## src/hw/rtl/chacha20_stream_cipher_defines.svh

```systemverilog
// Assertion macros for the ChaCha20 stream cipher.
// Used by the top level only; no other dependencies.
`ifndef CHACHA20_STREAM_CIPHER_DEFINES_SVH
`define CHACHA20_STREAM_CIPHER_DEFINES_SVH

// Implication checked on every clock edge outside reset.
`define CC_ASSERT_IMPL(label, clk, rst, lhs, rhs, msg) \
   label: assert property (@(posedge clk) disable iff (rst) (lhs) |-> (rhs)) \
      else $error(msg);

// Next-cycle implication checked outside reset.
`define CC_ASSERT_NEXT(label, clk, rst, lhs, rhs, msg) \
   label: assert property (@(posedge clk) disable iff (rst) (lhs) |=> (rhs)) \
      else $error(msg);

`endif

```

## src/hw/rtl/cc20_pkg.sv

```systemverilog
// Shared types, constants and functions for the ChaCha20 stream cipher.
// No dependencies.
package cc20_pkg;

   localparam int DoubleRoundsDefault = 10;
   localparam int QueueDepthDefault   = 2;

   localparam logic [31:0] Sigma0 = 32'h61707865;
   localparam logic [31:0] Sigma1 = 32'h3320646e;
   localparam logic [31:0] Sigma2 = 32'h79622d32;
   localparam logic [31:0] Sigma3 = 32'h6b206574;

   // Register indexes
   localparam logic [2:0] RegKey0   = 3'd0;
   localparam logic [2:0] RegKey1   = 3'd1;
   localparam logic [2:0] RegKey2   = 3'd2;
   localparam logic [2:0] RegKey3   = 3'd3;
   localparam logic [2:0] RegNonceL = 3'd4;
   localparam logic [2:0] RegNonceH = 3'd5;

   // One classified word handed from front to back
   typedef struct packed {
      logic [31:0] data_word;
      logic [2:0]  valid_bytes;
      logic        last;
      logic [31:0] mask;
   } word_type;

   function automatic logic [31:0] rotl(input logic [31:0] v, input int s);
      rotl = (v << s) | (v >> (32 - s));
   endfunction

   // Byte mask from the valid byte count; counts above four mean four
   function automatic logic [31:0] byte_mask(input logic [2:0] vb);
      logic [31:0] m;
      m = 32'h0;
      case (vb)
         3'd0:    m = 32'h0000_0000;
         3'd1:    m = 32'h0000_00ff;
         3'd2:    m = 32'h0000_ffff;
         3'd3:    m = 32'h00ff_ffff;
         default: m = 32'hffff_ffff;
      endcase
      byte_mask = m;
   endfunction

endpackage

```

## src/hw/rtl/cc20_front.sv

```systemverilog
// Front end: accepts request words, computes their byte masks and queues them.
// Depends on cc20_pkg.
module cc20_front import cc20_pkg::*; #(
   parameter int QUEUE_DEPTH = QueueDepthDefault
) (
   input  logic        clock,
   input  logic        reset,
   input  logic        req_valid,
   output logic        req_stall,
   input  logic [31:0] req_data_word,
   input  logic [2:0]  req_valid_bytes,
   input  logic        req_end_of_message,
   output logic        q_valid,
   output word_type    q_word,
   input  logic        q_pop
);
   localparam int PW = (QUEUE_DEPTH > 1) ? $clog2(QUEUE_DEPTH) : 1;
   localparam int CW = $clog2(QUEUE_DEPTH + 1);

   word_type        slot_ff [QUEUE_DEPTH];
   logic [PW-1:0]   wr_ff, wr_in, rd_ff, rd_in;
   logic [CW-1:0]   cnt_ff, cnt_in;
   logic            push;

   assign req_stall = (cnt_ff == CW'(QUEUE_DEPTH));
   assign push      = req_valid && !req_stall;
   assign q_valid   = (cnt_ff != '0);
   assign q_word    = slot_ff[rd_ff];

   // Advance pointers and fill count
   always_comb begin
      wr_in  = wr_ff;
      rd_in  = rd_ff;
      cnt_in = cnt_ff;
      if (push) begin
         wr_in = (wr_ff == PW'(QUEUE_DEPTH - 1)) ? '0 : wr_ff + 1'b1;
      end
      if (q_pop) begin
         rd_in = (rd_ff == PW'(QUEUE_DEPTH - 1)) ? '0 : rd_ff + 1'b1;
      end
      if (push && !q_pop) begin
         cnt_in = cnt_ff + 1'b1;
      end else if (!push && q_pop) begin
         cnt_in = cnt_ff - 1'b1;
      end
   end

   always_ff @(posedge clock) begin
      if (reset) begin
         wr_ff  <= '0;
         rd_ff  <= '0;
         cnt_ff <= '0;
      end else begin
         wr_ff  <= wr_in;
         rd_ff  <= rd_in;
         cnt_ff <= cnt_in;
      end
   end

   // Store the classified word
   always_ff @(posedge clock) begin
      if (push) begin
         slot_ff[wr_ff] <= '{data_word: req_data_word, valid_bytes: req_valid_bytes,
                             last: req_end_of_message,
                             mask: byte_mask(req_valid_bytes)};
      end
   end

endmodule

```

## config.mk

```make
export PLATFORM = sky130hd
export DESIGN_NAME = cc20_front
export DESIGN_NICKNAME = d
export VERILOG_FILES = /design/src/hw/rtl/chacha20_stream_cipher_defines.svh /design/src/hw/rtl/cc20_pkg.sv /design/src/hw/rtl/cc20_front.sv
export SDC_FILE = /design/constraint.sdc
export NUM_CORES = 1
export LEC_CHECK = 0
export BUFFER_PORTS_ARGS = -buffer_cell sky130_fd_sc_hd__buf_4
export CAP_MARGIN = 5
export CORE_MARGIN = 4
export CORE_UTILIZATION = 45
export DETAILED_ROUTE_END_ITERATION = 7
export PLACE_DENSITY_LB_ADDON = 0.15
export SETUP_SLACK_MARGIN = 0.5
export SLEW_MARGIN = 20
export SYNTH_ARGS = -nofsm -noshare
export SYNTH_HDL_FRONTEND = slang
export SYNTH_SLANG_ARGS = --single-unit
```

## constraint.sdc

```tcl
create_clock -name clock -period 3.9 [get_ports clock]
set_input_delay 0.585 -clock clock [delete_from_list [all_inputs] [get_ports clock]]
set_output_delay 0.585 -clock clock [all_outputs]
set_load 0.02 [all_outputs]
```

# After elaboration in Yosys (flattened, before gate mapping)
# Memories as Yosys holds them, arrays and structs flattened. A register that Yosys moved wholly into a read port is not among the register bits.
# Cells that the tools add are included.
# Widths: inputs -> output; s select.
# classes
n_reduce_logical	9
eq_ne	4
mux	10
addsub	4
# op_table
cell	n
$pmux 32 s4	1
$mux 32	1
$eq 3x2->1 const B	2
$mux 1	6
$mux 2	2
$reduce_bool 2->1	2
$eq 3x1->1 const B	1
$logic_and 1x1->1	3
$logic_not 1->1	3
$logic_not 3->1	1
$add 1x1->1 const B	2
$add 2x1->2 const B	1
$eq 2x2->1 const B	1
$sub 2x1->2 const B	1
# totals
ramBits	136
inputBits	40
word_cells	31
ff_bits	4
output_inout_bits	70
mem_count	1
# memory_table
memory	words	width	read_ports	rd_ports_with_merged_regs	wr	line_no	source
slot_ff	2	68	1	1	1	cc20_front.sv:20	word_type slot_ff [QUEUE_DEPTH];

# Logic depth before layout (Yosys ltp)
# depth
ltp_word	7
ltp_mapped	6
depth_no_buf	6

# Worst setup path after synthesis
# No wires, ideal clock.
# synth_timing
path_type	input to register
start	input req_valid
end	memory slot_ff[0][15] (netlist name), enable pin
path_buffers	0
path_stages	3
arrival_time_ps	1779
setup_time_ps	394
t_required_ps	3506
setup_slack_ps	1727
cell_sequence	inv_1 or3_1 inv_1
# synth_between
elab_chain_len	3
# synth_rtl
item	line_no	source
start: declaration	cc20_front.sv:8	input logic req_valid,
$logic_and 1x1->1	cc20_front.sv:26	assign push = req_valid && !req_stall;
$mux 1	cc20_front.sv:62	if (push) begin
$mux 1 (not written as such)	cc20_front.sv:63	slot_ff[wr_ff] <= '{data_word: req_data_word, valid_bytes: req_valid_bytes,
end: declaration	cc20_front.sv:20	
# Every way passes these cells.

==> impl_metrics.csv <==
group,metric,value,unit
status,status,"finished, final reports clean",
timing,skew,0.00551,ns
timing,setup_viol,0,
clock_tree,numCtsBuffers,9,
cells_and_area,multi_input_area,579,um^2
setup_path,critPathArrivalTime,2.05,ns
timing,min_period,2.63,ns
cells_and_area,nNetsFinal,309,
clock_tree,clk_pin_slew,0.08,ns
floorplan,core,0.00721,mm^2
place,io_buffers,109,
floorplan,rows,31,
clock_tree,cts.path.max_buffers,2,
timing,fin_crit_sh,0.675,
cells_and_area,regArea,0.00250,mm^2
logic_synthesis,syn_nets,222,
drt,drt-initial-drc-count,79,
floorplan,die_h,94.0,um
floorplan,die_w,94.0,um
timing,fin_ws,1.27,ns
logic_synthesis,synth_edf_count,80,
setup_path,worstPathRequired,3.31,ns
drt,wl_per_cell,15.4,um
global_route,grt_max_degree,41,
job,cap_violations,0,
clock_tree,postCtsSetupBuffers,0,
cells_and_area,antenna_cells,0,
global_route,grt.total_usage,0.136,
setup_path,worstPathMaxFanout,40,
drt,drt-vias-per-instance,4.68,
cells_and_area,syn2layout_area_growth,28.6,%
pwr,power_leakage,1.64,nW
pwr,powerDensity,553,mW/mm^2
timing,worst_slew_pin_slew,1.04,ns
clock_tree,clock_latency,0.34,ns
global_route,overflow,0,
floorplan,start_util,0.461,
clock_tree,cts_sinks,85,
global_route,grt_pass1_vias,1790,
drt,drc,0,
logic_synthesis,synth_seq_cells,85,
logic_synthesis,synth.yosys.seq_area_share,0.752,
timing,tns,0,ns
logic_synthesis,ys_types,18,
drt,via_count,1742,
logic_synthesis,avgSynthCellArea,18.4,um^2
timing,relSlewSlack,0.307,
clock_tree,cts_resized,0,
drt,dr.pass1.iters,4,
global_route,grt_pass1_wl,8.93,mm
clock_tree,cts_tree,"yes",
drt,wl,5.73,mm
clock_tree,root_buffer,"clkbuf_8",
logic_synthesis,synth_top_area_frac,0.722,
timing,rsz0062_at_grt,"false",
place,place_congestion,0.665,
logic_synthesis,syn_inst,181,
logic_synthesis,yosys-top-cells-count,"80 x edfxtp_1, 40 x mux2_2, 28 x buf_4",
logic_synthesis,yosysMostFrequentCell,"edfxtp_1",
logic_synthesis,yosysWarnings,0,
place,hpwl,3.68,mm
setup_path,critPathCaptureType,"output port",
timing,final_hold_viol_count,0,
setup_path,path_class,"flip-flop to output port",
logic_synthesis,synth_area_leaders,"edfxtp_1 72%, mux2_2 14%, buf_4 6.3%, dfxtp_1 3.0%, buf_2 0.60%",
logic_synthesis,ys_async_sr_fraction,0,
timing,fmax,380,MHz
global_route,antenna_found_initial,0,
logic_synthesis,yosysTopAreaCell,"edfxtp_1",
cells_and_area,drive_gt1_frac,0.623,
pwr,peakVddDrop,0.000369,V
clock_tree,cts_hold_buf,0,
floorplan,num_io_pins,110,
min_path,hold_class,"input pin to flip-flop",
cells_and_area,num-fill-cells,579,
setup_path,cp-start-kind,"flip-flop",
drt,ant_nets,0,
place,place_ws,1.61,ns
clock_tree,h-tree-depth,3,
timing,drv_slew,0,
floorplan,die_area,0.00883,mm^2
logic_synthesis,synth_flop_cell,"edfxtp_1",
logic_synthesis,synth_area,0.00333,mm^2
[layout make-up]
type / count / area share
Sequential cell: 85 / 0.586
Timing Repair Buffer: 109 / 0.191
Multi-Input combinational cell: 60 / 0.135
Clock buffer: 10 / 0.0299
Tap cell: 99 / 0.0290
Clock inverter: 6 / 0.0260
Inverter: 3 / 0.00263
[layout by cell type, fill, tap and decap left out]
cell / instances
dfxtp_1: 4
edfxtp_1: 80
inv_1: 2
buf_4: 109
o21ai_0: 2
inv_2: 1
nor2b_2: 1
nor2_1: 4
clkinvlp_4: 1
or3_1: 3
mux2_2: 40
xnor2_1: 1
and2_2: 1
or2_2: 2
a21oi_1: 2
a21o_1: 1
clkbuf_1: 1
dfxtp_2: 1
xor2_1: 2
bufinv_16: 3
clkbuf_8: 9
ha_1: 1
clkinv_4: 1
clkinv_2: 1
[logic make-up (layout without fill, tap and decap cells)]
| family | count (synthesis) | count (layout) | synth area share |
|---|---|---|---|
| flops | 85 | 85 | 0.752 |
| simple gates | 11 | 11 | 0.0184 |
| fa+ha+maj | 1 | 1 | 0.00376 |
| xor+xnor | 3 | 3 | 0.00790 |
| mux | 40 | 40 | 0.135 |
| compound gates | 5 | 5 | 0.00828 |
| buf+inv | 36 | 128 | 0.0737 |
[critical path, stage by stage, from the launching register on]
cell and delay [ns]:
dfxtp_2 1.03, mux2_2 0.49, buf_4 0.18
[report_power, final]
part,internal [mW],switching [mW],total (mW)
clock network,0.426,0.299,0.725
registers,1.10,0.0390,1.14
logic,0.224,0.272,0.495
total,1.75,0.610,2.36
[path summary, 6_finish.rpt]
kind	startpoint	end	slack, ns	depth (start not counted)
worst max-delay path	flip-flop	q_word[18]	1.27	2
worst min-delay path	req_data_word[2]	slot_ff[0][38]$_DFFE_PP_	0.42	1
worst max register to register	cnt_ff[0]$_SDFFE_PP0P_	slot_ff[0][60]$_DFFE_PP_	2.00	3
worst min register to register	wr_ff$_SDFFE_PP0N_	wr_ff$_SDFFE_PP0N_	0.49	2
[per-stage QoR]
stage / utilization / instances / area, um^2 / hold slack (ns) / power, mW
4_1_cts: 0.593 / 372 / 4280 / 0.410 / 2.39
3_5_place_dp: 0.559 / 356 / 4040 / 0.477 / 1.67
5_1_grt: 0.593 / 372 / 4280 / 0.394 / 2.47
6_report: 0.593 / 372 / 4280 / 0.424 / 2.36
2_1_floorplan: - / 181 / 3330 / 0.452 / 1.49
3_3_place_gp: 0.559 / 356 / 4040 / 0.470 / 1.66
[flip-flops by register name, summed over array words and instances (netlist names), named ones only]
signal and cells:
rd_ff 1, slot_ff 80, cnt_ff 2, wr_ff 1
[routing by layer]
layer | routed length [um] | part of all wire | GRT usage
met1 | 2230 | 0.39 | 0.151
met2 | 3010 | 0.53 | 0.238
met3 | 413 | 0.072 | 0.0521
met4 | 74 | 0.013 | 0.0469
met5 | 0 | 0 | 0
Power figures use the tool's default switching activity.
